File: src/rtl/core/tbpe_pkg.sv
// ----------------------------------------------------------------------------
// Tape block pulse encoder package
// Shared types and constants for the tape image to pulse train encoder.
// ----------------------------------------------------------------------------
package tbpe_pkg;

  typedef struct packed {
    logic [7:0] data_byte;
    logic       end_of_file;
  } in_item_t;

  typedef struct packed {
    logic [21:0] pulse_len;
    logic [15:0] repeat_count;
    logic        block_end;
    logic        truncated;
    logic        last_of_run;
  } out_item_t;

  typedef struct packed {
    logic [15:0] pilot_pulse_len;
    logic [15:0] sync_first_len;
    logic [15:0] sync_second_len;
    logic [15:0] zero_bit_len;
    logic [15:0] one_bit_len;
    logic [15:0] header_pilot_count;
    logic [15:0] data_pilot_count;
    logic [11:0] ms_pause_len;
  } cfg_t;

  // Work for the back end, as decided by the front end for one input byte.
  typedef struct packed {
    logic       lead;
    logic       bits;
    logic       pause;
    logic       trunc;
    logic [7:0] data_byte;
  } cmd_t;

  typedef enum logic [1:0] {
    PH_LEN_LO,
    PH_LEN_HI,
    PH_FLAG,
    PH_DATA
  } phase_e;

  typedef enum logic [2:0] {
    ST_PILOT,
    ST_SYNC1,
    ST_SYNC2,
    ST_BITS,
    ST_PAUSE_LONG,
    ST_PAUSE_SHORT,
    ST_TRUNC
  } step_e;

  localparam logic [2:0] CFG_PILOT_LEN     = 3'd0;
  localparam logic [2:0] CFG_SYNC_FIRST    = 3'd1;
  localparam logic [2:0] CFG_SYNC_SECOND   = 3'd2;
  localparam logic [2:0] CFG_ZERO_LEN      = 3'd3;
  localparam logic [2:0] CFG_ONE_LEN       = 3'd4;
  localparam logic [2:0] CFG_HEADER_PILOTS = 3'd5;
  localparam logic [2:0] CFG_DATA_PILOTS   = 3'd6;
  localparam logic [2:0] CFG_MS_PAUSE      = 3'd7;

  localparam cfg_t CFG_RESET = '{
    pilot_pulse_len:    16'd2168,
    sync_first_len:     16'd667,
    sync_second_len:    16'd735,
    zero_bit_len:       16'd855,
    one_bit_len:        16'd1710,
    header_pilot_count: 16'd8064,
    data_pilot_count:   16'd3224,
    ms_pause_len:       12'd3500
  };

  localparam logic [9:0]  PAUSE_MS_COUNT = 10'd999;
  localparam logic [15:0] BIT_REPEAT     = 16'd2;
  localparam logic [2:0]  LAST_BIT       = 3'd7;

endpackage

File: src/rtl/core/tbpe_front.sv
// ----------------------------------------------------------------------------
// Tape block pulse encoder front end
// Parses block lengths and flag bytes and turns each byte into a command.
// ----------------------------------------------------------------------------
module tbpe_front import tbpe_pkg::*; (
  input  logic     clk_i,
  input  logic     rst_ni,
  input  logic     in_valid_i,
  input  in_item_t in_data_i,
  output logic     in_stall_o,
  input  logic     full_i,
  output logic     push_o,
  output cmd_t     cmd_o
);

  phase_e      phase_q, phase_d;
  logic [7:0]  len_lo_q, len_lo_d;
  logic [15:0] remain_q, remain_d;
  logic [15:0] total;
  logic [15:0] rem_dec;
  logic        accept;
  logic        open;

  assign in_stall_o = full_i;
  assign accept     = in_valid_i & ~full_i;
  assign total      = {in_data_i.data_byte, len_lo_q};
  assign rem_dec    = remain_q - 16'd1;

  always_ff @(posedge clk_i or negedge rst_ni) begin
    if (!rst_ni) begin
      phase_q  <= PH_LEN_LO;
      len_lo_q <= '0;
      remain_q <= '0;
    end else begin
      phase_q  <= phase_d;
      len_lo_q <= len_lo_d;
      remain_q <= remain_d;
    end
  end

  always_comb begin
    phase_d  = phase_q;
    len_lo_d = len_lo_q;
    remain_d = remain_q;
    cmd_o    = '0;
    open     = 1'b1;
    cmd_o.data_byte = in_data_i.data_byte;
    case (phase_q)
      PH_LEN_LO: begin
        len_lo_d = in_data_i.data_byte;
        phase_d  = PH_LEN_HI;
      end
      PH_LEN_HI: begin
        if (total == '0) begin
          cmd_o.lead      = 1'b1;
          cmd_o.pause     = 1'b1;
          cmd_o.data_byte = '0;
          phase_d         = PH_LEN_LO;
          open            = 1'b0;
        end else begin
          remain_d = total;
          phase_d  = PH_FLAG;
        end
      end
      PH_FLAG, PH_DATA: begin
        cmd_o.lead = (phase_q == PH_FLAG);
        cmd_o.bits = 1'b1;
        remain_d   = rem_dec;
        if (rem_dec == '0) begin
          cmd_o.pause = 1'b1;
          phase_d     = PH_LEN_LO;
          open        = 1'b0;
        end else begin
          phase_d = PH_DATA;
        end
      end
      default: begin
        phase_d = PH_LEN_LO;
      end
    endcase
    if (in_data_i.end_of_file && open) begin
      cmd_o.trunc = 1'b1;
      phase_d     = PH_LEN_LO;
      len_lo_d    = '0;
      remain_d    = '0;
    end
    if (!accept) begin
      phase_d  = phase_q;
      len_lo_d = len_lo_q;
      remain_d = remain_q;
    end
  end

  assign push_o = accept & (cmd_o.lead | cmd_o.bits | cmd_o.pause | cmd_o.trunc);

endmodule

File: src/rtl/core/tbpe_fifo.sv
// ----------------------------------------------------------------------------
// Tape block pulse encoder command queue
// A short first-in first-out queue between the front end and the back end.
// ----------------------------------------------------------------------------
module tbpe_fifo import tbpe_pkg::*; #(
  parameter int Depth = 2
) (
  input  logic clk_i,
  input  logic rst_ni,
  input  logic push_i,
  input  cmd_t push_data_i,
  output logic full_o,
  input  logic pop_i,
  output logic head_valid_o,
  output cmd_t head_data_o
);

  localparam int PtrW = $clog2(Depth);
  localparam int CntW = $clog2(Depth + 1);

  cmd_t            mem_q [Depth];
  logic [PtrW-1:0] wr_ptr_q, wr_ptr_d;
  logic [PtrW-1:0] rd_ptr_q, rd_ptr_d;
  logic [CntW-1:0] count_q, count_d;

  function automatic logic [PtrW-1:0] next_ptr(input logic [PtrW-1:0] ptr);
    logic [PtrW-1:0] res;
    if (ptr == PtrW'(Depth - 1)) begin
      res = '0;
    end else begin
      res = ptr + PtrW'(1);
    end
    return res;
  endfunction

  assign full_o       = (count_q == CntW'(Depth));
  assign head_valid_o = (count_q != '0);
  assign head_data_o  = mem_q[rd_ptr_q];

  always_comb begin
    wr_ptr_d = push_i ? next_ptr(wr_ptr_q) : wr_ptr_q;
    rd_ptr_d = pop_i ? next_ptr(rd_ptr_q) : rd_ptr_q;
    count_d  = count_q + CntW'(push_i) - CntW'(pop_i);
  end

  always_ff @(posedge clk_i or negedge rst_ni) begin
    if (!rst_ni) begin
      wr_ptr_q <= '0;
      rd_ptr_q <= '0;
      count_q  <= '0;
    end else begin
      wr_ptr_q <= wr_ptr_d;
      rd_ptr_q <= rd_ptr_d;
      count_q  <= count_d;
    end
  end

  always_ff @(posedge clk_i) begin
    if (push_i) begin
      mem_q[wr_ptr_q] <= push_data_i;
    end
  end

endmodule

File: src/rtl/core/tbpe_back.sv
// ----------------------------------------------------------------------------
// Tape block pulse encoder back end
// Steps through each command and emits one pulse item per cycle unless stalled.
// ----------------------------------------------------------------------------
module tbpe_back import tbpe_pkg::*; (
  input  logic      clk_i,
  input  logic      rst_ni,
  input  cfg_t      cfg_i,
  input  logic      head_valid_i,
  input  cmd_t      head_data_i,
  output logic      pop_o,
  output logic      out_valid_o,
  input  logic      out_stall_i,
  output out_item_t out_data_o
);

  step_e     step_q, step_d;
  step_e     cur_step;
  step_e     next_step;
  logic      first_q, first_d;
  logic [2:0] bit_q, bit_d;
  logic [2:0] cur_bit;
  logic      last;
  logic      out_free;
  logic      emit;
  logic      out_valid_q, out_valid_d;
  out_item_t out_q, out_d;
  out_item_t item;
  logic [21:0] pause_long;

  function automatic step_e after_bits(input cmd_t c, output logic done);
    step_e s;
    done = 1'b0;
    s    = ST_TRUNC;
    if (c.pause) begin
      s = ST_PAUSE_LONG;
    end else if (!c.trunc) begin
      done = 1'b1;
    end
    return s;
  endfunction

  assign out_free   = ~out_valid_q | ~out_stall_i;
  assign emit       = head_valid_i & out_free;
  assign pause_long = 22'(cfg_i.ms_pause_len) * 22'(PAUSE_MS_COUNT);
  assign cur_bit    = first_q ? 3'd0 : bit_q;

  always_comb begin
    if (!first_q) begin
      cur_step = step_q;
    end else if (head_data_i.lead) begin
      cur_step = ST_PILOT;
    end else if (head_data_i.bits) begin
      cur_step = ST_BITS;
    end else if (head_data_i.pause) begin
      cur_step = ST_PAUSE_LONG;
    end else begin
      cur_step = ST_TRUNC;
    end
  end

  always_comb begin
    item      = '0;
    next_step = ST_TRUNC;
    last      = 1'b0;
    bit_d     = bit_q;
    case (cur_step)
      ST_PILOT: begin
        item.pulse_len    = 22'(cfg_i.pilot_pulse_len);
        item.repeat_count = head_data_i.data_byte[7] ? cfg_i.data_pilot_count
                                                     : cfg_i.header_pilot_count;
        next_step = ST_SYNC1;
      end
      ST_SYNC1: begin
        item.pulse_len    = 22'(cfg_i.sync_first_len);
        item.repeat_count = 16'd1;
        next_step = ST_SYNC2;
      end
      ST_SYNC2: begin
        item.pulse_len    = 22'(cfg_i.sync_second_len);
        item.repeat_count = 16'd1;
        if (head_data_i.bits) begin
          next_step = ST_BITS;
          bit_d     = '0;
        end else begin
          next_step = after_bits(head_data_i, last);
        end
      end
      ST_BITS: begin
        item.pulse_len    = head_data_i.data_byte[LAST_BIT - cur_bit]
                            ? 22'(cfg_i.one_bit_len) : 22'(cfg_i.zero_bit_len);
        item.repeat_count = BIT_REPEAT;
        if (cur_bit != LAST_BIT) begin
          next_step = ST_BITS;
          bit_d     = cur_bit + 3'd1;
        end else begin
          next_step = after_bits(head_data_i, last);
        end
      end
      ST_PAUSE_LONG: begin
        item.pulse_len    = pause_long;
        item.repeat_count = 16'd1;
        next_step = ST_PAUSE_SHORT;
      end
      ST_PAUSE_SHORT: begin
        item.pulse_len    = 22'(cfg_i.ms_pause_len);
        item.repeat_count = 16'd1;
        item.block_end    = 1'b1;
        if (head_data_i.trunc) begin
          next_step = ST_TRUNC;
        end else begin
          last = 1'b1;
        end
      end
      ST_TRUNC: begin
        item.truncated = 1'b1;
        last = 1'b1;
      end
      default: begin
        last = 1'b1;
      end
    endcase
    item.last_of_run = last;
  end

  always_comb begin
    step_d      = step_q;
    first_d     = first_q;
    out_valid_d = out_valid_q;
    out_d       = out_q;
    if (out_free) begin
      out_valid_d = emit;
      if (emit) begin
        out_d = item;
      end
    end
    if (emit) begin
      step_d  = next_step;
      first_d = last;
    end
  end

  assign pop_o = emit & last;

  always_ff @(posedge clk_i or negedge rst_ni) begin
    if (!rst_ni) begin
      step_q      <= ST_PILOT;
      first_q     <= 1'b1;
      bit_q       <= '0;
      out_valid_q <= 1'b0;
    end else begin
      step_q      <= step_d;
      first_q     <= first_d;
      bit_q       <= emit ? bit_d : bit_q;
      out_valid_q <= out_valid_d;
    end
  end

  always_ff @(posedge clk_i) begin
    out_q <= out_d;
  end

  assign out_valid_o = out_valid_q;
  assign out_data_o  = out_q;

endmodule

File: src/rtl/core/tape_block_pulse_encoder.sv
// ----------------------------------------------------------------------------
// Tape block pulse encoder
// Turns the bytes of a tape image into the pulse train of a tape loader.
// ----------------------------------------------------------------------------
// Bytes of the image enter on the input channel, one per transaction, with an
// end-of-file bit on the last one. Each result transaction carries one pulse
// length with a repeat count, plus block-end, truncation and last-of-run bits.
// The configuration channel writes the eight timing registers by index and is
// always ready; write it only while no work is in flight.
// Length bytes produce no result, save a truncation mark at end of file and
// the lead-in and block-end pause of a zero length. A data byte produces
// eight results, the flag byte eleven, and a block end two more. The back end
// emits one result per cycle unless the receiver stalls, which sets the rate.
// The front end keeps accepting bytes into a short command queue while the back
// end works; input stall rises only when that queue is full.
// When the receiver stalls, the output register holds its result and the back
// end waits; the queue then fills and stalls the input.
// Reset returns the parser to the start of a block, empties the queue and loads
// the default timing registers.
// ----------------------------------------------------------------------------
module tape_block_pulse_encoder import tbpe_pkg::*; #(
  parameter int QUEUE_DEPTH = 2
) (
  input  logic        clk_i,
  input  logic        rst_ni,
  input  logic        in_valid_i,
  output logic        in_stall_o,
  input  in_item_t    in_data_i,
  output logic        out_valid_o,
  input  logic        out_stall_i,
  output out_item_t   out_data_o,
  input  logic        cfg_valid_i,
  output logic        cfg_ready_o,
  input  logic [2:0]  cfg_index_i,
  input  logic [15:0] cfg_data_i
);

  cfg_t cfg_q, cfg_d;
  logic full;
  logic push;
  cmd_t push_cmd;
  logic pop;
  logic head_valid;
  cmd_t head_cmd;

  assign cfg_ready_o = 1'b1;

  always_comb begin
    cfg_d = cfg_q;
    if (cfg_valid_i) begin
      case (cfg_index_i)
        CFG_PILOT_LEN:     cfg_d.pilot_pulse_len    = cfg_data_i;
        CFG_SYNC_FIRST:    cfg_d.sync_first_len     = cfg_data_i;
        CFG_SYNC_SECOND:   cfg_d.sync_second_len    = cfg_data_i;
        CFG_ZERO_LEN:      cfg_d.zero_bit_len       = cfg_data_i;
        CFG_ONE_LEN:       cfg_d.one_bit_len        = cfg_data_i;
        CFG_HEADER_PILOTS: cfg_d.header_pilot_count = cfg_data_i;
        CFG_DATA_PILOTS:   cfg_d.data_pilot_count   = cfg_data_i;
        CFG_MS_PAUSE:      cfg_d.ms_pause_len       = cfg_data_i[11:0];
        default: begin
          cfg_d = cfg_q;
        end
      endcase
    end
  end

  always_ff @(posedge clk_i or negedge rst_ni) begin
    if (!rst_ni) begin
      cfg_q <= CFG_RESET;
    end else begin
      cfg_q <= cfg_d;
    end
  end

  tbpe_front u_front (
    .clk_i      (clk_i),
    .rst_ni     (rst_ni),
    .in_valid_i (in_valid_i),
    .in_data_i  (in_data_i),
    .in_stall_o (in_stall_o),
    .full_i     (full),
    .push_o     (push),
    .cmd_o      (push_cmd)
  );

  tbpe_fifo #(
    .Depth (QUEUE_DEPTH)
  ) u_fifo (
    .clk_i        (clk_i),
    .rst_ni       (rst_ni),
    .push_i       (push),
    .push_data_i  (push_cmd),
    .full_o       (full),
    .pop_i        (pop),
    .head_valid_o (head_valid),
    .head_data_o  (head_cmd)
  );

  tbpe_back u_back (
    .clk_i        (clk_i),
    .rst_ni       (rst_ni),
    .cfg_i        (cfg_q),
    .head_valid_i (head_valid),
    .head_data_i  (head_cmd),
    .pop_o        (pop),
    .out_valid_o  (out_valid_o),
    .out_stall_i  (out_stall_i),
    .out_data_o   (out_data_o)
  );

endmodule

File: config.mk
export PLATFORM = sky130hd
export DESIGN_NAME = tape_block_pulse_encoder
export DESIGN_NICKNAME = d
export VERILOG_FILES = /design/src/rtl/core/tbpe_pkg.sv /design/src/rtl/core/tbpe_front.sv /design/src/rtl/core/tbpe_fifo.sv /design/src/rtl/core/tbpe_back.sv /design/src/rtl/core/tape_block_pulse_encoder.sv
export SDC_FILE = /design/constraint.sdc
export NUM_CORES = 1
export LEC_CHECK = 0
export ABC_AREA = 1
export BUFFER_PORTS_ARGS = -buffer_cell sky130_fd_sc_hd__buf_2
export CELL_PAD_IN_SITES_DETAIL_PLACEMENT = 1
export CELL_PAD_IN_SITES_GLOBAL_PLACEMENT = 2
export CORE_UTILIZATION = 37
export CTS_CLUSTER_DIAMETER = 80
export DETAILED_ROUTE_END_ITERATION = 8
export PLACE_DENSITY = 0.89
export SETUP_SLACK_MARGIN = 0.02
export SLEW_MARGIN = 30
export SYNTH_ARGS = -nofsm -noshare
export SYNTH_HDL_FRONTEND = slang
export SYNTH_HIERARCHICAL = 1
export SYNTH_SLANG_ARGS = --single-unit
File: constraint.sdc
create_clock -name clk_i -period 5.6 [get_ports clk_i]
set_clock_uncertainty 0.1 [all_clocks]
set_input_delay 0.56 -clock clk_i [delete_from_list [all_inputs] [get_ports clk_i]]
set_output_delay 0.56 -clock clk_i [all_outputs]
set_load 0.03 [all_outputs]
# --- Word-level counts from Yosys, hierarchy flattened ---
# Memories as Yosys holds them, arrays and structs flattened.
# Cells that the tools add are included.
word_totals:
  ramBits: 24
  memories: 1
  register_bits: 203
  out_inout_bits: 44
  in_bits: 33
  romBits: 0
  latchBits: 0
mem_list:
  columns: ["memory", "depth", "width", "rd", "rd_clocked_by_memory_dff", "write_ports", "line", "text"]
  rows:
  - ["u_fifo.mem_q", 2, 12, 1, 0, 1, "tbpe_fifo.sv:21", "cmd_t mem_q [Depth];"]
classes:
  bitwise: 11
  n_lt_le_gt_ge: 1
  mux: 46
  div_mod_pow: 0
  n_reduce_logical: 24
  n_mul: 1
  n_addsub: 7
  n_eq_ne: 21
  n_shift: 0
ops:
  columns: ["operator", "count"]
  rows:
  - ["$pmux W38 S6", 1]
  - ["$mux W16", 4]
  - ["$logic_not A16 Y1", 2]
  - ["$mux W8", 4]
  - ["$pmux W16 S2", 1]
  - ["$mul A12 B10 Y22 const B", 1]
  - ["$eq A3 B3 Y1 const B", 7]
  - ["$mux W3", 7]
  - ["$reduce_and A2 Y1", 10]
  - ["$mux W1", 17]
  - ["$sub A16 B1 Y16 const B", 1]
  - ["$pmux W3 S5", 1]
  - ["$eq A3 B2 Y1 const B", 4]
  - ["$mux W2", 4]
  - ["$eq A2 B2 Y1 const B", 3]
  - ["$eq A3 B1 Y1 const B", 2]
  - ["$logic_not A3 Y1", 2]
  - ["$ne A3 B3 Y1 const B", 2]
  - ["$pmux W1 S2", 3]
  - ["$pmux W2 S3", 1]
  - ["$pmux W3 S2", 1]
  - ["$reduce_bool A2 Y1", 3]
  - ["$and A1 B1 Y1", 4]
  - ["$lt A3 B4 Y1 const B", 1]
  - ["other kinds (19)", 25]

# --- Longest topological paths before layout ---
# Gate-level depths: netlist (run 1).
depth:
  depth_word: 10
  depth_mapped: 21
  depth_no_buf: 21

# --- Cells and area by module ---
# Netlist (run 1), hierarchy kept.
modules_own_cells:
  columns: ["mod", "area_per_inst_um2", "seq_area_each_um2", "cells_each", "n_inst"]
  rows:
  - ["tbpe_back", 6447.4, 1432.6, 900, 1]
  - ["tape_block_pulse_encoder", 4959.8, 3166.8, 561, 1]
  - ["tbpe_front", 1894.3, 650.6, 292, 1]
  - ["tbpe_fifo", 1104.8, 820.8, 87, 1]

# --- Least setup slack after synthesis (run 1) ---
# No wires, ideal clock.
synth_path:
  path_type: "reg-to-reg"
  startpoint: "reg cfg_q[2] (netlist name)"
  endpoint: "reg u_back.out_q (netlist bit u_back/out_data_o[35]) (data pin)"
  t_arrival_ns: 4.356
  n_path_buf: 0
  setup_slack_ns: 0.889
  period_less_slack_ns: 4.711
  stages_incl_launch_ff: 19
  cell_sequence: "dfstp_2 -> inv_1 -> fa_1 -> fa_1 -> inv_1 -> fa_1 -> fa_1 -> inv_1 -> fa_1 -> inv_1 -> ha_1 -> nand2_1 -> inv_1 -> a21oi_1 -> inv_1 -> a21oi_1 -> nand3_1 -> nand2_1 -> nor2_1"
synth_rtl:
  columns: ["element", "line", "text"]
  rows:
  - ["start, declared", "tape_block_pulse_encoder.sv:38", "cfg_t cfg_q, cfg_d;"]
  - ["start signal, assigned", "tape_block_pulse_encoder.sv:71", "cfg_q <= cfg_d;"]
  - ["end signal, assigned", "tbpe_back.sv:160", "out_q <= out_d;"]
  - ["end, declared", "tbpe_back.sv:27", "out_item_t out_q, out_d;"]

==> results.cfg, run 1 <==
[run_status]
status = complete, no violations

[floorplan]
die_y_um = 199.3
initial_core_util_pct = 37.89
coreArea_mm2 = 0.03802
dieArea_mm2 = 0.03973
rows = 71
die_width_um = 199.3
ios = 77

[setup_path]
crit_chain = inv_1, fa_1, fa_1, inv_1, fa_1, fa_1, inv_1, fa_1, inv_1, ha_1, nand2_1, nor2_1, nand3_1, nand3_1, nand2_1, a21oi_1, nor2_1
path_class = reg2reg
cp.arrival_ps = 5310
slowest_stage = dfstp_2
r2r.worst_path.cells = 17
regToRegStartpoint = cfg_q[2]
path_max_fanout = 7
r2r_setup_slack_ps = 500
crit_path_frequent_cell = fa_1
worst_ep_required_time_ps = 5810
cp-start-kind = flop
end_kind = flop
max_stage_delay_ps = 610
rr_endpoint = u_back/out_data_o[39]

[clock_tree]
clk_latency_ps = 560
cts_tree = done
clockBufferDepth = 3
cts_htree_levels = 1
cts_sinks = 227
clkTransAtPathRegs_ps = 60
cts_buffers = 29
post_cts_resized = 0
root_buffer = clkbuf_16

[drt]
vias = 11960
drt-total-wl_um = 44020
vias_per_cell = 4.948
drt_pre_antenna_iters = 5
dr.first_iter.drc_count = 624
postRouteAntennaNets = 0
drc_errors = 0
wl_per_cell_um = 18.21

[flow_run]
cap_viol_max_count = 0

[synth]
ys_warn_count = 6
yosys_register_bits = 227
synth_area_mm2 = 0.01441
avgSynthCellArea_um2 = 7.830
syn_inst = 1840
synthDistinctLibCells = 42
synth_simple_gate_area_share_pct = 30.64
synth_compound_area_share_pct = 3.726
synthMuxAreaShare_pct = 0
synthesis.nets = 1998
synthXorXnorAreaFrac_pct = 0.4256
synth_top_area_share_pct = 19.11
synth-seq-area-share_pct = 42.14
netlist_top_cells_count = 698 x nand2_1, 249 x inv_1, 177 x nand3_1
synth_edf_count = 65
synth_top_family_by_area = simple AND/OR/NAND/NOR gates
async_flop_share_pct = 71.37
ys.flop_type = dfrtp_1
synth.area.top_cells = dfrtp_1 19%, nand2_1 18%, edfxtp_1 14%, dfstp_2 9.5%, fa_1 7.4%
yosys.area_share.adder_pct = 13.62
yosysTopAreaCell = dfrtp_1
synth.most_common_cell = nand2_1

[final_layout]
finalCoreUtilization_pct = 42.52
area_delta_synth_final_pct = 12.21
antenna_cells = 0
layout-drive-gt1-share_pct = 13.27
fin_nets = 2042

[timing]
report.final.slew_viol_count = 0
period_needed_ps = 5102
worstMarginPinSlew_ps = 842.9
setup_tns_ps = 0
post-route-period-util_pct = 91.11
hold_viol = 0
fmax_mhz = 196.0
rsz0062_at_grt = no
relSlewSlack_pct = 43.75
setup_viol = 0

[min_path]
hold_path.class = in2reg
hold_depth = 3
min_to = u_back/out_valid_o
holdCritStartpoint = out_stall_i

[global_routing]
grt_pass1_vias = 12890
track_usage_pct = 23.02
grt_start_max_net_pins = 102
grt_pass1_wl_um = 70490
grt.overflow.total = 0
antenna_found_initial = 1

[place]
portBuffers = 75
gp_congestion = 0.8518
dp_hpwl_um = 31950
## cell type report
type / instances / area, um2
clock inverters: 21 / 219.0
fillers: 4734 / 21860
multi-input cells: 1279 / 7000
well taps: 511 / 639.4
inverters: 262 / 983.4
repair buffers: 85 / 462.9
clock buffers: 32 / 789.5
flip-flops and latches: 227 / 6071
## stage by stage
step / hold slack, ps / area (um2) / cells / setup slack (ps)
after floorplan: 164.4 / 14410 / 1840 / 889.3
after global placement: 350.8 / 15130 / 2363 / 615.3
after detailed placement: 354.3 / 15140 / 2363 / 477.6
after CTS: 109.4 / 16160 / 2417 / 504.0
after global routing: 136.5 / 16170 / 2417 / 235.4
final: 132.1 / 16170 / 2417 / 498.0
## state kept, by name, summed over array words and instances, names as in the netlist
signal,flops
u_back/out_data_o,41
u_back/first_q,1
u_fifo/count_q,2
u_front/phase_q,2
u_fifo/wr_ptr_q,1
u_back/step_q,3
u_back/bit_q,3
u_front/len_lo_q,8
u_front/remain_q,16
u_fifo/rd_ptr_q,1
u_fifo/mem_q,24
cfg_q,124
u_back/out_valid_o,1
## critical path, delay by kind of cell (launching register included)
kind | cells | cell delay, ps
adder cells (fa/ha/maj) | 6 | 2950
flip-flops | 1 | 610
AND/OR/NAND/NOR | 6 | 760
buffers and inverters | 4 | 270
AO/OA/AOI/OAI | 1 | 170
## worst max-delay path by stage
| stage | from | endpoint | slack, ps |
|---|---|---|---|
| final | cfg_q[2] | u_back/out_data_o[39] | 500 |
| after global routing | cfg_q[2] | u_back/out_data_o[39] | 240 |
| after CTS | cfg_q[2] | u_back/out_data_o[39] | 500 |
| after detailed placement | cfg_q[2] | u_back/out_data_o[39] | 480 |
| after global placement | cfg_q[2] | u_back/out_data_o[36] | 620 |
| after floorplan | cfg_q[2] | u_back/out_data_o[35] | 890 |
## routing by layer
metal	vias to the layer above	share of wire, %	global-route usage (%)
met1	5893	46	30.71
met3	61	3.8	2.835
met4	0	2.3	6.211
li1	5807	-	-
met5	-	0	0
met2	198	47	39.24
## cell usage in the layout (no fill, tap or decap), types with 5 or more instances in the layout
cell and count:
clkinv_2 8, buf_4 9, nand3b_1 12, clkbuf_16 31, nand3_1 177, nor2_4 6, nor2_2 15, buf_2 74
nand3_2 5, dfrtp_1 110, dfstp_2 52, nand2_2 12, nand2_1 698, o21ai_1 8, or2_2 5, inv_1 249
nor2_1 93, inv_2 13, xor2_1 5, fa_1 53, nand4_1 15, edfxtp_1 65, o21ai_0 43, a21oi_1 35
ha_1 72, a31oi_1 5
## repair_timing
item | 4_1_cts | 5_1_grt
buffers inserted | 0 | 0
endpoints found under the hold margin | 23 | 0
hold buffers | 1 | 0
## logic make-up (layout without fill, tap and decap cells)
kind of cell	Yosys count	after routing
AO/OA/AOI/OAI	98	98
XOR/XNOR	7	7
adder cells (fa/ha/maj)	125	125
buffers and inverters	334	400
flip-flops	227	227
other	1	1
AND/OR/NAND/NOR	1048	1048
Power of run 1 is left out: the tool's default activity adds up to more than one toggle a clock period on the data nets, which glitch-free logic cannot reach.
==> run 2, diff against run 1 <==
- CORE_UTILIZATION: 37 -> 39
- PLACE_DENSITY: 0.89 -> 0.9
- SYNTH_HIERARCHICAL: 1 -> not set
==> results.cfg, run 2 <==
[run_status]
status = complete, no violations

[drt]
drt-total-wl_um = 38150
wl_per_cell_um = 18.81
dr.first_iter.drc_count = 567
drt_pre_antenna_iters = 5
vias = 10560
vias_per_cell = 5.205
postRouteAntennaNets = 0
drc_errors = 0

[synth]
synthesis.nets = 1665
ys_warn_count = 0
yosys_register_bits = 227
ys.flop_type = dfrtp_1
synth_area_mm2 = 0.01326
synth-seq-area-share_pct = 45.78
async_flop_share_pct = 71.37
netlist_top_cells_count = 340 x nand2_1, 207 x o21ai_0, 205 x inv_1
syn_inst = 1507
synthDistinctLibCells = 49
yosysTopAreaCell = dfrtp_1
avgSynthCellArea_um2 = 8.799
synth_edf_count = 65
synth_top_area_share_pct = 20.76
synth.most_common_cell = nand2_1
synth.area.top_cells = dfrtp_1 21%, edfxtp_1 15%, dfstp_2 10%, nand2_1 9.6%, fa_1 8.0%

[floorplan]
die_width_um = 186.4
initial_core_util_pct = 39.54
ios = 77
rows = 67
coreArea_mm2 = 0.03353
die_y_um = 186.4
dieArea_mm2 = 0.03474

[place]
gp_congestion = 0.9282
portBuffers = 75
dp_hpwl_um = 28220

[final_layout]
regMostFlops = cfg_q
final_common_cell = nand2_1
fin_nets = 1718
mostFrequentLayoutCells = 334 x nand2_1, 207 x o21ai_0, 205 x inv_1
largest_reg_flops = 124
antenna_cells = 0
area_delta_synth_final_pct = 12.31
layout-drive-gt1-share_pct = 13.67

[setup_path]
path_max_fanout = 5
critical_path.endpoint = u_back.out_data_o[32]
cp-start-kind = flop
end_kind = flop
path_class = reg2reg
regToRegStartpoint = cfg_q[3]
worst_ep_required_time_ps = 5770
r2r_setup_slack_ps = 420
cp.arrival_ps = 5350
r2r.worst_path.cells = 19
rr_endpoint = u_back.out_data_o[32]
startpoint = cfg_q[3]

[clock_tree]
cts_sinks = 227
clkTransAtPathRegs_ps = 70
root_buffer = clkbuf_16
clockBufferDepth = 3
cts_tree = done
cts_buffers = 27
cts_setup_buffers = 0
clk_latency_ps = 530
cts_htree_levels = 1

[global_routing]
grt_pass1_vias = 11290
track_usage_pct = 22.68
grt_start_max_net_pins = 71
antenna_found_initial = 1
grt_pass1_wl_um = 62460
grt.overflow.total = 0

[timing]
worstMarginPinSlew_ps = 883.5
period_needed_ps = 5177
setup_viol = 0
rsz0062_at_grt = no
post-route-period-util_pct = 92.45
fmax_mhz = 193.2
report.final.slew_viol_count = 0
hold_viol = 0
setup_tns_ps = 0
relSlewSlack_pct = 40.96

[flow_run]
cap_viol_max_count = 0

[min_path]
hold_path.class = in2reg
run 2: cell count changes after synthesis, sizes merged, moves of 23 or more:
| cell | previous run | this run |
|---|---|---|
| buf | 40 | 17 |
| a21oi | 37 | 66 |
| o21ai | 55 | 215 |
| nand2 | 711 | 346 |
| inv | 261 | 210 |
| nand3 | 183 | 50 |
run 2: cells by family after synthesis:
logic type                 after synthesis  synth area share [%]
AOI/OAI and AO/OA                      324                 13.26
other                                    1               0.02828
xor gates and xnor gates                12                0.7926
adders and majority gates              125                 14.80
buffers and inverters                  271                 8.039
DFF                                    227                 45.78
and+or+nand+nor                        547                 17.31
run 2: how the worst min path moves through the flow:
stage / cells after the start / slack (ps) / to / start
3_3_place_gp: 2 / 360 / cfg_q[67] / cfg_q[67]
2_1_floorplan: 0 / 160 / cfg_q[0] / rst_ni
5_1_grt: 3 / 160 / u_back.out_valid_o / out_stall_i
6_report: 3 / 150 / u_back.out_valid_o / out_stall_i
4_1_cts: 3 / 130 / u_back.out_valid_o / out_stall_i
3_5_place_dp: 2 / 370 / cfg_q[67] / cfg_q[67]
run 2: critical path, cell delays in order, from the launching register on:
cell and delay, ps:
dfstp_2 570, inv_1 140, fa_1 510, fa_1 510
inv_1 50, fa_1 500, fa_1 550, inv_1 50
fa_1 500, inv_1 40, ha_1 340, nand2_1 130
nor2_1 130, inv_1 60, nor3_1 210, a21oi_1 120
xor2_1 160, nor2_1 50, nor2_1 90, o21ai_0 80
run 2: final cells by class:
class	count	area [um2]
Timing Repair Buffer	83	444.2
Tap cell	448	560.5
Clock inverter	9	57.56
Sequential cell	227	6071
Inverter	212	795.8
Clock buffer	40	807.0
Fill cell	3959	18640
Multi-Input combinational cell	1009	6157
run 2: what timing repair did:
action | in CTS | in global routing
hold endpoints to repair | 43 | 0
gates resized for setup | 0 | 1
hold buffers | 1 | 0
endpoints found under the setup margin | 0 | 1
run 2: through the flow:
stage	area, um2	hold WS (ps)	util, %	setup WS (ps)	instances
floorplan	13260	164.4	-	760.4	1507
global placement	13990	360.9	41.72	465.3	1978
detailed placement	14000	368.4	41.76	393.6	1978
CTS	14880	128.8	44.37	386.1	2028
global route	14890	159.4	44.41	45.71	2028
finish	14890	149.9	44.41	422.9	2028
run 2: per-layer routing:
layer | vias up | track usage, % | routed length (um)
met3 | 67 | 2.539 | 1154
met1 | 5289 | 29.56 | 16940
met2 | 184 | 39.25 | 18760
li1 | 5013 | - | -
met5 | - | 0 | 12
met4 | 2 | 7.406 | 1284
Power of run 2 is left out for the same reason.
==> run 3, diff against run 2 <==
- CTS_CLUSTER_DIAMETER: 80 -> not set
- PLACE_DENSITY: 0.9 -> not set
- PLACE_DENSITY_LB_ADDON: not set -> 0.1
==> results.cfg, run 3 (synthesized netlist as in run 2, its figures left out) <==
[timing]
period_needed_ps = 5267
worstMarginPinSlew_ps = 843.5
relSlewSlack_pct = 43.77
report.final.slew_viol_count = 0
setup_viol = 0
hold_viol = 0
rsz0062_at_grt = no
post-route-period-util_pct = 94.05
setup_tns_ps = 0
fmax_mhz = 189.9

[global_routing]
antenna_found_initial = 4
grt_busiest_layer = met2
grt_pass1_vias = 11250
grt_pass1_wl_um = 63510
grt.overflow.total = 0
use_met1_pct = 31.55
grt_start_max_net_pins = 66
met3_usage_pct = 2.652
track_usage_pct = 23.32
grt_util_met2_pct = 39.78

[drt]
drt_pre_antenna_iters = 4
wl_per_cell_um = 19.31
dr.first_iter.drc_count = 538
vias = 10390
drt-total-wl_um = 39330
drc_errors = 0
vias_per_cell = 5.098
postRouteAntennaNets = 0

[final_layout]
seq_area_mm2 = 0.006071
multi_input_area_mm2 = 0.006146
fin_nets = 1724
fill_cells = 3966
final_common_cell = nand2_1
regMostFlops = cfg_q
layout-drive-gt1-share_pct = 13.80
area_delta_synth_final_pct = 12.97
mostFrequentLayoutCells = 335 x nand2_1, 207 x o21ai_0, 205 x inv_1
largest_reg_flops = 124

[setup_path]
path_max_fanout = 6
path_class = reg2reg
cp.arrival_ps = 5470
path_delay_family = adder cells
slowest_stage = dfstp_2
max_stage_delay_ps = 600
worst_ep_required_time_ps = 5800
crit_chain = inv_1, fa_1, fa_1, inv_1, fa_1, fa_1, inv_1, fa_1, inv_1, ha_1, nand2_1, nor2_1, inv_1, o21ai_1, a21oi_1, o21ai_1, nand2_1, nand2_1, nor2_1
end_kind = flop
cp-start-kind = flop
path_buf_inv = 5

[clock_tree]
clockBufferDepth = 3
cts_htree_levels = 1
cts_tree = done
cts_buffers = 27
cts_sinks = 227
post_cts_resized = 0
clk_latency_ps = 560
clkTransAtPathRegs_ps = 60
root_buffer = clkbuf_16

[floorplan]
initial_core_util_pct = 39.54
rows = 67
coreArea_mm2 = 0.03353
die_y_um = 186.4
dieArea_mm2 = 0.03474
ios = 77
die_width_um = 186.4

[place]
portBuffers = 75
dp_hpwl_um = 28280
gp_congestion = 0.8570

[run_status]
status = complete, no violations

[min_path]
hold_path.class = in2reg

[flow_run]
cap_viol_max_count = 0
-- run 3: cell types whose count changed in the layout (fill, tap and decap cells not counted), moves of 2 or more --
cell | previous run | this run
buf_4 | 7 | 13
clkinvlp_4 | 3 | 0
bufinv_16 | 0 | 2
diode_2 | 0 | 2
-- run 3: layout make-up --
type / instances / share of cell area (%)
Tap cell: 448 / 3.742
Clock buffer: 40 / 5.312
Timing Repair Buffer: 89 / 3.266
Sequential cell: 227 / 40.52
Multi-Input combinational cell: 1009 / 41.03
Inverter: 212 / 5.312
Antenna cell: 2 / 0.03341
Clock inverter: 10 / 0.7851
-- run 3: final timing paths --
kind	start	endpoint	slack [ps]	cells after the start
max	cfg_q[2]	u_back.out_data_o[36]	330	19
min	out_stall_i	u_back.out_valid_o	130	3
max reg2reg	cfg_q[2]	u_back.out_data_o[36]	330	19
min reg2reg	cfg_q[94]	cfg_q[94]	380	2
max in group asynchronous	rst_ni	cfg_q[116]	3640	3
min in group asynchronous	rst_ni	cfg_q[9]	480	2
-- run 3: metrics by stage --
stage / area (um2) / util, % / cells / hold WS, ps / worst slack [ps]
finish: 14980 / 44.68 / 2037 / 126.5 / 333.4
floorplan: 13260 / - / 1507 / 164.4 / 760.4
detailed placement: 14050 / 41.89 / 1984 / 368.3 / 339.4
CTS: 14970 / 44.65 / 2035 / 101.8 / 347.7
global placement: 14030 / 41.85 / 1984 / 360.9 / 451.1
global route: 14980 / 44.66 / 2035 / 125.4 / 26.98
-- run 3: per-layer routing --
metal / vias up / share of wire [%]
met5: - / 0.048
met4: 4 / 2.3
met3: 55 / 3.1
met2: 143 / 48
met1: 5158 / 47
li1: 5025 / -
-- run 3: timing repair --
item / in CTS / in global routing
endpoints found under the hold margin: 40 / 0
setup buffers: 0 / 0
hold buffers: 1 / 0
-- run 3: worst register-to-register path: stages (launching register included) --
cell and delay (ps):
dfstp_2 600, inv_1 130, fa_1 510, fa_1 520, inv_1 60, fa_1 500, fa_1 550, inv_1 50
fa_1 490, inv_1 40, ha_1 350, nand2_1 110, nor2_1 150, inv_1 70, o21ai_1 230, a21oi_1 180
o21ai_1 200, nand2_1 80, nand2_1 70, nor2_1 50
Power of run 3 is left out for the same reason.
